[src/rtl/lcwc_pkg.sv]
package lcwc_pkg;

	localparam int unsigned FILTER_COUNT_DEF = 2;

	localparam int unsigned CODE_W    = 24;
	localparam int unsigned SAMPLE_W  = 25;
	localparam int unsigned DIVISOR_W = 16;
	localparam int unsigned TOTAL_W   = 24;
	localparam int unsigned NET_W     = 25;
	localparam int unsigned LIMIT_W   = 24;
	localparam int unsigned ADDR_W    = 4;
	localparam int unsigned DATA_W    = 32;

	localparam logic [CODE_W-1:0]    SIGN_FLIP     = 24'h800000;
	localparam logic [DIVISOR_W-1:0] SCALE_RESET   = 16'd430;
	localparam logic [LIMIT_W-1:0]   ALARM_RESET   = 24'd4900;
	localparam logic [DIVISOR_W-1:0] DIVISOR_ONE   = 16'd1;

	typedef enum logic [1:0] {
		REG_ZERO_OFFSET   = 2'd0,
		REG_TARE_COUNTS   = 2'd1,
		REG_SCALE_DIVISOR = 2'd2,
		REG_ALARM_LIMIT   = 2'd3
	} reg_idx_t;

	typedef struct packed {
		logic signed [SAMPLE_W-1:0] zero_offset;
		logic signed [SAMPLE_W-1:0] tare_counts;
		logic [DIVISOR_W-1:0]       scale_divisor;
		logic [LIMIT_W-1:0]         alarm_limit;
	} cfg_t;

	typedef enum logic [2:0] {
		ST_IDLE,
		ST_AVG,
		ST_TOT,
		ST_NET,
		ST_WB
	} state_t;

endpackage

[src/rtl/lcwc_regs.sv]
module lcwc_regs (
	input  logic                          clk,
	input  logic                          arst_n,
	input  logic                          psel,
	input  logic                          penable,
	input  logic                          pwrite,
	input  logic [lcwc_pkg::ADDR_W-1:0]   paddr,
	input  logic [lcwc_pkg::DATA_W-1:0]   pwdata,
	output logic [lcwc_pkg::DATA_W-1:0]   prdata,
	output logic                          pready,
	output lcwc_pkg::cfg_t                cfg
);

	logic                 wr_en;
	lcwc_pkg::reg_idx_t   idx;
	lcwc_pkg::cfg_t       cfg_q;

	assign pready = 1'b1;
	assign wr_en  = psel && penable && pwrite;
	assign idx    = lcwc_pkg::reg_idx_t'(paddr[lcwc_pkg::ADDR_W-1:2]);
	assign cfg    = cfg_q;

	always_ff @(posedge clk or negedge arst_n) begin
		if (!arst_n) begin
			cfg_q.zero_offset   <= '0;
			cfg_q.tare_counts   <= '0;
			cfg_q.scale_divisor <= lcwc_pkg::SCALE_RESET;
			cfg_q.alarm_limit   <= lcwc_pkg::ALARM_RESET;
		end else if (wr_en) begin
			case (idx)
				lcwc_pkg::REG_ZERO_OFFSET: begin
					cfg_q.zero_offset <= pwdata[lcwc_pkg::SAMPLE_W-1:0];
				end
				lcwc_pkg::REG_TARE_COUNTS: begin
					cfg_q.tare_counts <= pwdata[lcwc_pkg::SAMPLE_W-1:0];
				end
				lcwc_pkg::REG_SCALE_DIVISOR: begin
					cfg_q.scale_divisor <= pwdata[lcwc_pkg::DIVISOR_W-1:0];
				end
				lcwc_pkg::REG_ALARM_LIMIT: begin
					cfg_q.alarm_limit <= pwdata[lcwc_pkg::LIMIT_W-1:0];
				end
				default: begin
				end
			endcase
		end
	end

	// signed registers read back sign-extended
	always_comb begin
		case (idx)
			lcwc_pkg::REG_ZERO_OFFSET:
				prdata = lcwc_pkg::DATA_W'(cfg_q.zero_offset);
			lcwc_pkg::REG_TARE_COUNTS:
				prdata = lcwc_pkg::DATA_W'(cfg_q.tare_counts);
			lcwc_pkg::REG_SCALE_DIVISOR:
				prdata = lcwc_pkg::DATA_W'(cfg_q.scale_divisor);
			lcwc_pkg::REG_ALARM_LIMIT:
				prdata = lcwc_pkg::DATA_W'(cfg_q.alarm_limit);
			default:
				prdata = '0;
		endcase
	end

endmodule

[src/rtl/lcwc_div.sv]
module lcwc_div #(
	parameter int unsigned DW = 26
) (
	input  logic                             clk,
	input  logic                             arst_n,
	input  logic                             start,
	input  logic [DW-1:0]                    dividend,
	input  logic [lcwc_pkg::DIVISOR_W-1:0]   divisor,
	output logic                             done,
	output logic [DW-1:0]                    quotient
);

	localparam int unsigned CW = $clog2(DW + 1);
	localparam int unsigned VW = lcwc_pkg::DIVISOR_W;

	logic [VW-1:0] rem_q;
	logic [VW-1:0] dvs_q;
	logic [DW-1:0] quo_q;
	logic [CW-1:0] cnt_q;
	logic          done_q;

	logic [VW:0]   shifted;
	logic [VW:0]   trial;
	logic          ge;
	logic [VW-1:0] rem_nxt;

	// one restoring step: bring in the next dividend bit, subtract if it fits
	assign shifted = {rem_q, quo_q[DW-1]};
	assign trial   = shifted - {1'b0, dvs_q};
	assign ge      = shifted >= {1'b0, dvs_q};
	assign rem_nxt = ge ? trial[VW-1:0] : shifted[VW-1:0];

	assign done     = done_q;
	assign quotient = quo_q;

	always_ff @(posedge clk or negedge arst_n) begin
		if (!arst_n) begin
			cnt_q  <= '0;
			done_q <= 1'b0;
		end else begin
			done_q <= (cnt_q == CW'(1));
			if (start) begin
				cnt_q <= CW'(DW);
			end else if (cnt_q != '0) begin
				cnt_q <= cnt_q - CW'(1);
			end
		end
	end

	always_ff @(posedge clk) begin
		if (start) begin
			rem_q <= '0;
			dvs_q <= divisor;
			quo_q <= dividend;
		end else if (cnt_q != '0) begin
			rem_q <= rem_nxt;
			quo_q <= {quo_q[DW-2:0], ge};
		end
	end

endmodule

[src/rtl/load_cell_weight_conditioner.sv]
// Load-cell weight conditioner. Each raw_code beat is a 24-bit two's-complement
// converter word; its sign bit is flipped to offset binary and zero_offset is
// subtracted. A negative sample is replaced by the previous sample of the batch
// (0 at batch start). Every FILTER_COUNT samples the batch sum is averaged with
// truncation and one result beat is produced: total_grams = average /
// scale_divisor (saturated to 24 bits), net_grams = max(0, average -
// tare_counts) / scale_divisor (saturated to 25 bits), and overload when the
// unsaturated total exceeds alarm_limit. A scale_divisor of 0 acts as 1.
// Samples inside a batch are taken one per cycle. The last sample of a batch
// starts three divisions on a single radix-2 restoring divider that retires
// one quotient bit per cycle, DW = max(26, 25 + clog2(FILTER_COUNT)); the
// next sample is taken only after all three divisions are done and the
// result register has been loaded, which waits on out_ready while the
// previous result is still held. The result register lets the
// next batch run while a finished result still waits on out_ready. Registers
// sit on an APB port at byte address 4 * index; write them only while idle.
module load_cell_weight_conditioner #(
	parameter int unsigned FILTER_COUNT = lcwc_pkg::FILTER_COUNT_DEF
) (
	input  logic                            clk,
	input  logic                            arst_n,
	input  logic                            psel,
	input  logic                            penable,
	input  logic                            pwrite,
	input  logic [lcwc_pkg::ADDR_W-1:0]     paddr,
	input  logic [lcwc_pkg::DATA_W-1:0]     pwdata,
	output logic [lcwc_pkg::DATA_W-1:0]     prdata,
	output logic                            pready,
	input  logic                            in_valid,
	output logic                            in_ready,
	input  logic [lcwc_pkg::CODE_W-1:0]     raw_code,
	output logic                            out_valid,
	input  logic                            out_ready,
	output logic [lcwc_pkg::TOTAL_W-1:0]    total_grams,
	output logic [lcwc_pkg::NET_W-1:0]      net_grams,
	output logic                            overload
);

	localparam int unsigned SW    = lcwc_pkg::SAMPLE_W;
	localparam int unsigned SUM_W = SW + $clog2(FILTER_COUNT);
	localparam int unsigned DW    = (SUM_W > SW + 1) ? SUM_W : SW + 1;
	localparam int unsigned CNT_W = (FILTER_COUNT > 1) ? $clog2(FILTER_COUNT) : 1;
	localparam int unsigned VW    = lcwc_pkg::DIVISOR_W;

	lcwc_pkg::cfg_t   cfg;
	lcwc_pkg::state_t state_q;
	lcwc_pkg::state_t state_nxt;

	// batch accumulation
	logic [SUM_W-1:0]                sum_q;
	logic [SW-1:0]                   prev_q;
	logic [CNT_W-1:0]                cnt_q;
	logic [lcwc_pkg::CODE_W-1:0]     code;
	logic signed [SW:0]              offs_sample;
	logic [SW-1:0]                   sample;
	logic [SUM_W-1:0]                sum_new;
	logic                            in_beat;
	logic                            last;

	// divider hookup and intermediate results
	logic                            div_start;
	logic [DW-1:0]                   div_dividend;
	logic [VW-1:0]                   div_divisor;
	logic                            div_done;
	logic [DW-1:0]                   div_quot;
	logic [VW-1:0]                   scale_eff;
	logic [SW-1:0]                   avg_q;
	logic [SW-1:0]                   total_q;
	logic signed [SW+1:0]            diff;

	// result register
	logic                            out_load;
	logic                            out_valid_q;
	logic [lcwc_pkg::TOTAL_W-1:0]    total_grams_q;
	logic [lcwc_pkg::NET_W-1:0]      net_grams_q;
	logic                            overload_q;

	lcwc_regs u_regs (
		.clk     (clk),
		.arst_n  (arst_n),
		.psel    (psel),
		.penable (penable),
		.pwrite  (pwrite),
		.paddr   (paddr),
		.pwdata  (pwdata),
		.prdata  (prdata),
		.pready  (pready),
		.cfg     (cfg)
	);

	lcwc_div #(
		.DW (DW)
	) u_div (
		.clk      (clk),
		.arst_n   (arst_n),
		.start    (div_start),
		.dividend (div_dividend),
		.divisor  (div_divisor),
		.done     (div_done),
		.quotient (div_quot)
	);

	// Flip to offset binary, remove the zero offset, and fall back to the
	// previous sample when the result goes negative.
	assign code        = raw_code ^ lcwc_pkg::SIGN_FLIP;
	assign offs_sample = $signed({2'b00, code}) - $signed({cfg.zero_offset[SW-1], cfg.zero_offset});
	assign sample      = offs_sample[SW] ? prev_q : offs_sample[SW-1:0];
	assign sum_new     = sum_q + SUM_W'(sample);
	assign in_beat     = in_valid && in_ready;
	assign last        = (cnt_q == CNT_W'(FILTER_COUNT - 1));

	assign scale_eff = (cfg.scale_divisor == '0) ? lcwc_pkg::DIVISOR_ONE : cfg.scale_divisor;
	// average minus tare; positive values stay below 2^26
	assign diff      = $signed({2'b00, avg_q}) - $signed({{2{cfg.tare_counts[SW-1]}}, cfg.tare_counts});

	always_ff @(posedge clk or negedge arst_n) begin
		if (!arst_n) begin
			state_q <= lcwc_pkg::ST_IDLE;
		end else begin
			state_q <= state_nxt;
		end
	end

	always_comb begin
		state_nxt = state_q;
		case (state_q)
			lcwc_pkg::ST_IDLE: begin
				if (in_beat && last) state_nxt = lcwc_pkg::ST_AVG;
			end
			lcwc_pkg::ST_AVG: begin
				if (div_done) state_nxt = lcwc_pkg::ST_TOT;
			end
			lcwc_pkg::ST_TOT: begin
				if (div_done) state_nxt = lcwc_pkg::ST_NET;
			end
			lcwc_pkg::ST_NET: begin
				if (div_done) state_nxt = lcwc_pkg::ST_WB;
			end
			lcwc_pkg::ST_WB: begin
				if (!out_valid_q || out_ready) state_nxt = lcwc_pkg::ST_IDLE;
			end
			default: begin
				state_nxt = lcwc_pkg::ST_IDLE;
			end
		endcase
	end

	always_comb begin
		in_ready     = 1'b0;
		div_start    = 1'b0;
		div_dividend = '0;
		div_divisor  = VW'(FILTER_COUNT);
		out_load     = 1'b0;
		case (state_q)
			lcwc_pkg::ST_IDLE: begin
				in_ready = 1'b1;
				// last sample of the batch: average by the filter length
				if (in_valid && last) begin
					div_start    = 1'b1;
					div_dividend = DW'(sum_new);
				end
			end
			lcwc_pkg::ST_AVG: begin
				if (div_done) begin
					div_start    = 1'b1;
					div_dividend = DW'(div_quot[SW-1:0]);
					div_divisor  = scale_eff;
				end
			end
			lcwc_pkg::ST_TOT: begin
				// negative net divides zero, which clamps it
				if (div_done) begin
					div_start    = 1'b1;
					div_dividend = diff[SW+1] ? '0 : DW'(diff[SW:0]);
					div_divisor  = scale_eff;
				end
			end
			lcwc_pkg::ST_NET: begin
			end
			lcwc_pkg::ST_WB: begin
				out_load = !out_valid_q || out_ready;
			end
			default: begin
			end
		endcase
	end

	// Accumulate the batch; clear everything on its last sample.
	always_ff @(posedge clk or negedge arst_n) begin
		if (!arst_n) begin
			sum_q  <= '0;
			prev_q <= '0;
			cnt_q  <= '0;
		end else if (in_beat) begin
			if (last) begin
				sum_q  <= '0;
				prev_q <= '0;
				cnt_q  <= '0;
			end else begin
				sum_q  <= sum_new;
				prev_q <= sample;
				cnt_q  <= cnt_q + CNT_W'(1);
			end
		end
	end

	// Hold the average and the unsaturated total between divisions.
	always_ff @(posedge clk) begin
		if (state_q == lcwc_pkg::ST_AVG && div_done) begin
			avg_q <= div_quot[SW-1:0];
		end
		if (state_q == lcwc_pkg::ST_TOT && div_done) begin
			total_q <= div_quot[SW-1:0];
		end
	end

	always_ff @(posedge clk or negedge arst_n) begin
		if (!arst_n) begin
			out_valid_q <= 1'b0;
		end else if (out_load) begin
			out_valid_q <= 1'b1;
		end else if (out_ready) begin
			out_valid_q <= 1'b0;
		end
	end

	// Saturate into the result register; net quotient still sits in the divider.
	always_ff @(posedge clk) begin
		if (out_load) begin
			total_grams_q <= (total_q > SW'({lcwc_pkg::TOTAL_W{1'b1}})) ?
				'1 : total_q[lcwc_pkg::TOTAL_W-1:0];
			net_grams_q   <= (div_quot > DW'({lcwc_pkg::NET_W{1'b1}})) ?
				'1 : div_quot[lcwc_pkg::NET_W-1:0];
			overload_q    <= total_q > SW'(cfg.alarm_limit);
		end
	end

	assign out_valid   = out_valid_q;
	assign total_grams = total_grams_q;
	assign net_grams   = net_grams_q;
	assign overload    = overload_q;

endmodule

[config.mk]
export PLATFORM = sky130hd
export DESIGN_NAME = load_cell_weight_conditioner
export DESIGN_NICKNAME = d
export VERILOG_FILES = /design/src/rtl/lcwc_pkg.sv /design/src/rtl/lcwc_regs.sv /design/src/rtl/lcwc_div.sv /design/src/rtl/load_cell_weight_conditioner.sv
export SDC_FILE = /design/constraint.sdc
export NUM_CORES = 1
export LEC_CHECK = 0
export BUFFER_PORTS_ARGS = -buffer_cell sky130_fd_sc_hd__buf_4
export CAP_MARGIN = 40
export CORE_MARGIN = 4
export CORE_UTILIZATION = 35
export DETAILED_ROUTE_END_ITERATION = 7
export MAX_ROUTING_LAYER = met4
export PLACE_DENSITY = 0.56
export SLEW_MARGIN = 20
export SYNTH_ARGS = -nofsm -noshare
export SYNTH_HDL_FRONTEND = slang
export SYNTH_SLANG_ARGS = --single-unit
[constraint.sdc]
create_clock -name clk -period 4.9 [get_ports clk]
set_input_delay 0.49 -clock clk [delete_from_list [all_inputs] [get_ports clk]]
set_output_delay 0.49 -clock clk [all_outputs]
set_load 0.01 [all_outputs]
**Word-level counts from Yosys, hierarchy flattened**

Index checks and enable logic that the tools add are counted.

- Input bits: 67
- Word-level logic and storage cells: 101
- Output and inout bits: 85
- Bits in registers: 310

- Bitwise gates (word level): 3
- Eq/ne operators: 14
- Magnitude comparators: 4
- Add/subtract/negate cells: 6
- Reductions and logical operators: 24
- Mux-type cells: 29

Operator list:

| kind | number |
|---|---|
| two-way mux 26 bit | 6 |
| one-hot mux 32 bit (4 select lines) | 1 |
| one-hot mux 26 bit (3 select lines) | 1 |
| two-way mux 25 bit | 3 |
| subtractor 26 x 25 -> 27 bit | 1 |
| adder 26 x 25 -> 26 bit | 1 |
| > comparator 26 x 25 -> 1 bit, second input constant | 1 |
| subtractor 25 x 25 -> 26 bit | 1 |
| > comparator 25 x 24 -> 1 bit | 1 |
| > comparator 25 x 24 -> 1 bit, second input constant | 1 |
| >= comparator 17 x 16 -> 1 bit | 1 |
| logical NOT 16 bit | 1 |
| two-way mux 16 bit | 1 |
| subtractor 16 bit | 1 |
| two-way mux 3 bit | 5 |
| one-hot mux 3 bit (5 select lines) | 1 |
| AND reduction 2 bit | 6 |
| two-way mux 5 bit | 2 |
| logical AND 1 bit | 7 |
| two-way mux 1 bit | 7 |
| equality test 3 x 2 -> 1 bit, second input constant | 2 |
| != test 2 x 1 -> 1 bit, second input constant | 3 |
| equality test 5 x 1 -> 1 bit, second input constant | 1 |
| AND reduction 5 bit | 1 |
| 19 further kinds | 24 |

**Longest topological paths before layout**

Gate-level depths: netlist (run 1).

- Depth after elaboration: 7
- Depth in mapped cells: 24
- Mapped depth without buffers: 21

**Cells and area by module**

A second synthesis (run 1) with hierarchy kept.

- Cells, all modules: 1,653
- Area, all modules: 18,425.2 um^2

Modules (own cells, without submodules):

| module | sequential area each (um^2) | area each (um^2) | cells an instance | times used |
|---|---|---|---|---|
| load_cell_weight_conditioner | 4,404.2 | 10,565.1 | 1,058 | 1 |
| lcwc_regs | 2,265.9 | 4,217.8 | 255 | 1 |
| lcwc_div | 1,731.7 | 3,642.2 | 340 | 1 |

**Worst setup path after synthesis (run 1)**

Ideal clock, no wire load.

- Kind: input -> register
- Start point: in raw_code[1] (netlist name)
- End point: reg u_div.quo_q[22] (netlist: u_div.quotient[22]) (data pin)
- Cell stages on the path: 22
- Data required time: 4.639 ns
- Arrival: 5.235 ns
- Path slack: -0.596 ns
- Library setup time: 0.261 ns
- Path buffers: 2
- Cell sequence: ha_1 -> nor2b_1 -> o31a_1 -> a211oi_1 -> a211oi_1 -> o21ai_0 -> a21oi_1 -> nor3_1 -> buf_2 -> buf_2 -> mux2i_1 -> ha_1 -> fa_1 -> a21o_1 -> a21oi_1 -> o211ai_1 -> a41oi_1 -> o21ai_0 -> a211oi_1 -> o21ai_0 -> xnor2_1 -> a221o_1

- Longest elaborated chain between the ends: 6

RTL lines:

| what | RTL line | text |
|---|---|---|
| start, declared | load_cell_weight_conditioner.sv:31 | `input logic [lcwc_pkg::CODE_W-1:0] raw_code,` |
| subtractor 25 x 25 -> 26 bit | load_cell_weight_conditioner.sv:106 | `assign offs_sample = $signed({2'b00, code}) - $signed({cfg.zero_offset[SW-1], cfg.zero_offset});` |
| two-way mux 25 bit | load_cell_weight_conditioner.sv:107 | `assign sample = offs_sample[SW] ? prev_q : offs_sample[SW-1:0];` |
| adder 26 x 25 -> 26 bit | load_cell_weight_conditioner.sv:108 | `assign sum_new = sum_q + SUM_W'(sample);` |
| two-way mux 26 bit | load_cell_weight_conditioner.sv:158 | `if (in_valid && last) begin` |
| one-hot mux 26 bit (3 select lines) | load_cell_weight_conditioner.sv:154 | `case (state_q)` |
| two-way mux 26 bit | lcwc_div.sv:51 | `if (start) begin` |
| end signal, assigned | lcwc_div.sv:54 | `quo_q <= dividend;` |
| end signal, assigned | lcwc_div.sv:57 | `quo_q <= {quo_q[DW-2:0], ge};` |
| end, declared | lcwc_div.sv:18 | `logic [DW-1:0] quo_q;` |

Every way passes these cells.
A chain may end at the register's enable or synchronous reset.

**Worst setup path in the final report (run 1)**

- Start point: reg u_regs.cfg_q, in the netlist u_regs.cfg[66]
- End point: reg u_div.quo_q[17] (netlist: u_div.quotient[17]) (data pin)

- Longest elaborated chain between the ends: 6

RTL lines:

| what | RTL line | text |
|---|---|---|
| start, declared | lcwc_regs.sv:16 | `lcwc_pkg::cfg_t cfg_q;` |
| subtractor 25 x 25 -> 26 bit | load_cell_weight_conditioner.sv:106 |  |
| two-way mux 25 bit | load_cell_weight_conditioner.sv:107 |  |
| adder 26 x 25 -> 26 bit | load_cell_weight_conditioner.sv:108 |  |
| two-way mux 26 bit | load_cell_weight_conditioner.sv:158 |  |
| one-hot mux 26 bit (3 select lines) | load_cell_weight_conditioner.sv:154 |  |
| two-way mux 26 bit | lcwc_div.sv:51 |  |

Every way passes these cells.

==> impl_metrics.ini, run 1 <==
[timing]
finalClockSkew_ps = 31.5
rsz0062_at_grt = true
setup_viol = 2
drv_slew = 0
relSlewSlack = 0.449
finalCritPeriodShare = 1.01
fin_ws_ps = -37.2
finalHoldViolCount = 0
max_freq_mhz = 203
tightest_slew_ps = 821
min_period_ps = 4940

[cts]
clkTransAtPathRegs_ps = 60
cts_root_buf = clkbuf_16
worstSkewPairLatency_ps = 570
cts_sinks = 310
cts_htree_levels = 2
cts_tree = yes
numCtsBuffers = 37
cts_buffer_depth = 3

[finish]
nets = 2117
syn_to_final_growth_pct = 27.9
drive_above_1_share = 0.318
utilization = 0.455

[synth]
syn_area_per_cell_um2 = 10.7
ys_types = 68
synth_common_cells = edfxtp_1, dfrtp_1, o21ai_0
synth.top_cell.area_share = 0.244
ys_ff_latch = 310
yosysWarnings = 0
synth.area.top_cells = edfxtp_1, dfrtp_1, ha_1
synth-main-ff-cell = edfxtp_1
synth_edf_count = 142
async_flop_share = 0.490
seq_area_frac_synth = 0.480
yosysTopAreaCell = edfxtp_1
synth.most_common_cell = edfxtp_1
synthesis.instances = 1638
netlist_area_mm2 = 0.0175
syn_nets = 1829

[power_and_ir_drop]
powerDensity_mw_per_mm2 = 613
power_uw = 13700
power.leakage_uw = 0.00971
peakVddDrop_mv = 0.260

[setup_path]
cp_data_arrival_time_ps = 5210
start_kind = flip-flop
critPathRequiredTime_ps = 5180
path_class = reg -> reg
cp_max_fo = 6
reg2reg_depth = 23
endpoint_kind = flip-flop

[run]
cap_viol_max_count = 0

[detailed_routing]
drc = 0
via_per_inst = 5.30
drtIter0Drc = 958
wire_per_inst_um = 21.0
vias = 13900
first_pass_iters = 5
final_antenna_net_count = 0
routed_wl_um = 55000

[hold_path]
holdCritPathClass = in -> reg
min_delay_path_depth = 3

[outcome]
violations = negative setup slack
status = finished with violations

[die]
ios = 152
die_area_mm2 = 0.0536
core_mm2 = 0.0492
die_y_um = 232
initial_core_util = 0.356
core.rowCount = 81
die_w_um = 232

[global_routing]
grt_max_degree = 86
grt_pass1_wl_um = 82800
grt_pass1_vias = 13700
grt_util_all_layers = 0.206
antenna_found_initial = 1
grt.overflow.total = 0

[placement]
portBuffers = 141
gp_congestion = 0.959
dp_hpwl_um = 41600
[cells by family (layout without fill, tap and decap cells)]
kind of cell             Yosys count  count (layout)  synth area share
buffers and inverters            191             507            0.0434
AO/OA/AOI/OAI                    436             436             0.160
flip-flops                       310             310             0.480
adder cells (fa/ha/maj)          124             124            0.0904
other                              1               3          0.000214
multiplexers                     103             103            0.0753
AND/OR/NAND/NOR                  395             395             0.111
XOR/XNOR                          78              78            0.0391
[critical path: stages, from the launching register on]
cell	delay, ps
dfrtp_1	390
inv_2	100
ha_4	200
nor2b_4	120
o31a_1	260
a211oi_2	260
a211oi_2	150
o21ai_2	160
a21oi_2	100
nor3_4	190
buf_4	160
buf_8	120
mux2_4	320
ha_4	240
a21o_1	180
a21o_1	200
a21oi_2	170
o211ai_1	200
buf_4	200
o21a_1	180
o41a_1	350
xor2_2	180
a22oi_1	150
o21ai_1	80
[through the flow]
step,worst slack (ps),area (um2),instances,hold WS (ps),setup TNS (ps)
after CTS,2.03,21600,2594,30.5,0
after global routing,-201,22400,2619,153,-1510
after global placement,-358,20200,2518,467,-2690
after floorplan,22.5,17500,1638,194,0
after detailed placement,-452,20300,2521,474,-4690
final,-37.2,22400,2620,160,-63.7
[sequential cells by signal, summed over array words and instances (netlist names), 3 cells and up]
signal,cells
u_div.quotient,26
u_div.cnt_q,5
avg_q,25
sum_q,26
state_q,3
total_grams,24
total_q,25
net_grams,25
u_regs.cfg,90
u_div.rem_q,16
prev_q,25
u_div.dvs_q,16
[power by group]
part	switching, uW	leakage [uW]	internal (uW)
Sequential	586	0.00333	3520
Clock	1140	0.000568	1560
Combinational	3580	0.00582	3340
Total	5300	0.00971	8410
[cell type report]
class                           count  area [um2]
Timing Repair Buffer              317        2510
Tap cell                          664         831
Clock buffer                       51        1010
Sequential cell                   310        8400
Antenna cell                        2        5.00
Clock inverter                     16         158
Inverter                          123         462
Multi-Input combinational cell   1137        9000
Fill cell                        4552       26800
[metal layers]
metal | vias up | global-route usage | share of wire
met5 | - | - | 0
met2 | 387 | 0.331 | 0.48
met3 | 99 | 0.0355 | 0.056
met1 | 6865 | 0.274 | 0.44
met4 | 0 | 0.0516 | 0.027
li1 | 6529 | - | -
[timing repair]
| item | in CTS | in global routing |
|---|---|---|
| resized for setup | 21 | 113 |
| hold buffers | 0 | 1 |
| gates cloned | 0 | 1 |
| pin swaps | 14 | 31 |
| setup endpoints to repair | 13 | 29 |
| hold endpoints to repair | 0 | 11 |
| buffers inserted | 6 | 20 |
[cell usage in the layout (no fill, tap or decap), drive strengths merged, types with 23 or more instances in the layout]
master,Yosys,routed
a21o,39,39
a21oi,109,109
a22o,33,33
buf,19,316
clkbuf,49,51
dfrtp,141,141
edfxtp,142,142
ha,120,120
inv,122,124
mux2,69,69
nand2,120,120
nand3,25,25
nor2,80,80
nor3,23,23
o21ai,125,125
or2,54,54
xnor2,46,46
xor2,32,32
[path summary, 6_finish.rpt]
kind                            startpoint  slack (ps)            endpoint
min in group asynchronous           arst_n         320          prev_q[19]
setup / recovery            u_regs.cfg[66]         -40  u_div.quotient[17]
max in group asynchronous           arst_n        3350       u_regs.cfg[9]
hold / removal                   pwdata[6]         160      u_regs.cfg[71]
hold reg to reg            u_div.rem_q[15]         480     u_div.rem_q[15]
setup reg to reg            u_regs.cfg[66]         -40  u_div.quotient[17]
Note: power is estimated with default switching activity, not from simulation.
==> inputs of run 2 (changes only) <==
--- a/config.mk
+++ b/config.mk
@@ -12,6 +12,7 @@
 export DETAILED_ROUTE_END_ITERATION = 7
 export MAX_ROUTING_LAYER = met4
 export PLACE_DENSITY = 0.56
+export SETUP_SLACK_MARGIN = 0.5
 export SLEW_MARGIN = 20
 export SYNTH_ARGS = -nofsm -noshare
 export SYNTH_HDL_FRONTEND = slang
==> run 2 against run 1 <==
  * The flow still finishes with violations (negative setup slack)
  * Combinational power rose by 6.5%
  * Global-route usage grew 0.26 points
  * Largest cell class unchanged
  * Setup slack better by 22 ps
  * Non-clock buffer count up 19
  * Hold slack improved by 31 ps
  * Largest power group unchanged
  * Critical endpoint is now u_div.quotient[24]
  * Sequential power about the same
  * Fmax increased by 0.44%
  * Via count decreased by 0.41%
  * Clock power about the same
==> impl_metrics.ini, run 2 (synthesis results as in run 1) <==
[cts]
worstSkewPairLatency_ps = 540
cts_root_buf = clkbuf_16
cts_buffer_depth = 3
numCtsBuffers = 37
clkTransAtPathRegs_ps = 60
cts_tree = yes
cts_htree_levels = 2
cts_sinks = 310

[power_and_ir_drop]
power.leakage_uw = 0.00985
powerDensity_mw_per_mm2 = 627
power_uw = 14200
peakVddDrop_mv = 0.277

[die]
ios = 152
die_w_um = 232
die_area_mm2 = 0.0536
core.rowCount = 81
die_y_um = 232
initial_core_util = 0.356
core_mm2 = 0.0492

[detailed_routing]
via_per_inst = 5.24
wire_per_inst_um = 21.0
final_antenna_net_count = 0
vias = 13800
routed_wl_um = 55300
first_pass_iters = 5
drtIter0Drc = 1029
drc = 0

[outcome]
status = finished with violations
violations = negative setup slack

[finish]
syn_to_final_growth_pct = 29.4
final-seq-area_mm2 = 0.00840
layout_commonest_cell = buf_4
final_cell_mix = buf_4, edfxtp_1, dfrtp_1
design_area_mm2 = 0.0226
fillers = 4510
largest_reg_flops = 90
multi_input_area_mm2 = 0.00908
drive_above_1_share = 0.330
nets = 2136
num_antenna_cells = 0

[hold_path]
holdCritPathClass = in -> reg

[timing]
finalCritPeriodShare = 1.00
fin_ws_ps = -15.3
min_period_ps = 4920
tightest_slew_ps = 817
finalClockSkew_ps = 12.5
finalHoldViolCount = 0
max_freq_mhz = 203
relSlewSlack = 0.453
rsz0062_at_grt = true
setup_viol = 1
drv_slew = 0

[setup_path]
cp_max_fo = 7
cp_data_arrival_time_ps = 5170
endpoint_kind = flip-flop
crit_slowest_cell = dfrtp_1
crit_family = compound AO/OA/AOI/OAI gates
critPathRequiredTime_ps = 5160
start_kind = flip-flop
crit_chain = inv_2 > ha_4 > nor2b_4 > o31a_1 > a211oi_2 > a211oi_2 > o21ai_2 > a21oi_2 > nor3_2 > buf_6 > mux2_4 > ha_4 > buf_6 > a21o_1 > a21oi_4 > o211ai_1 > a41oi_2 > o21ai_4 > a211oi_4 > buf_4 > o21ai_2 > xnor2_1 > buf_4 > o221ai_2
worst_path_largest_cell_delay_ps = 390
path_class = reg -> reg
path_buf_inv = 5

[placement]
gp_congestion = 0.934
portBuffers = 141
placed_area_mm2 = 0.0204
dp_hpwl_um = 41900

[global_routing]
grt_util_all_layers = 0.209
grt_max_degree = 82
antenna_found_initial = 0
grt_pass1_vias = 14000
grt_pass1_wl_um = 83800
grt.overflow.total = 0

[run]
cap_viol_max_count = 0
-- run 2: layout make-up --
| class | count | share of cell area |
|---|---|---|
| tap | 664 | 0.0367 |
| timing repair buffer | 336 | 0.118 |
| clock buffer | 50 | 0.0463 |
| clock inverter | 18 | 0.00603 |
| sequential | 310 | 0.371 |
| multi-input combinational | 1137 | 0.401 |
| inverter | 123 | 0.0205 |
-- run 2: report_power, final --
part / internal (uW) / switching [uW]
clock network: 1570 / 1140
registers: 3520 / 591
logic: 3640 / 3730
total: 8720 / 5460
-- run 2: worst paths after layout --
check	cells after the start	slack, ps	endpoint	from
max in group asynchronous	3	3810	out_valid	arst_n
setup reg to reg	24	-20	u_div.quotient[24]	u_regs.cfg[66]
min in group asynchronous	2	310	prev_q[20]	arst_n
hold / removal	3	190	u_regs.cfg[6]	pwdata[6]
setup / recovery	24	-20	u_div.quotient[24]	u_regs.cfg[66]
hold reg to reg	1	490	prev_q[0]	prev_q[0]
-- run 2: per-layer routing --
metal | track usage | up-vias | share of wire
li1 | - | 6571 | -
met5 | - | - | 0
met3 | 0.0231 | 83 | 0.044
met1 | 0.276 | 6798 | 0.45
met2 | 0.347 | 371 | 0.49
met4 | 0.0514 | 0 | 0.023
-- run 2: worst min-delay path, stage by stage --
cell	delay (ps)
buf_4	100
nand2_1	40
o21ai_0	60
-- run 2: repair_timing --
| item | CTS | global route |
|---|---|---|
| gates resized for setup | 96 | 49 |
| hold buffers | 1 | 0 |
| pin swaps | 37 | 36 |
| setup endpoints to repair | 38 | 40 |
| buffers inserted | 19 | 16 |
| gates cloned | 0 | 0 |
| endpoints found under the hold margin | 3 | 0 |
-- run 2: stage by stage --
step / std cells / setup WS [ps] / setup TNS, ps / hold WS, ps / util
after detailed placement: 2529 / -418 / -4650 / 474 / 0.416
after floorplan: 1638 / 117 / 0 / 194 / -
after CTS: 2617 / 29.0 / 0 / 155 / 0.452
after global placement: 2525 / -360 / -2490 / 468 / 0.414
final: 2638 / -15.3 / -15.3 / 191 / 0.460
after global routing: 2638 / -272 / -3140 / 182 / 0.460
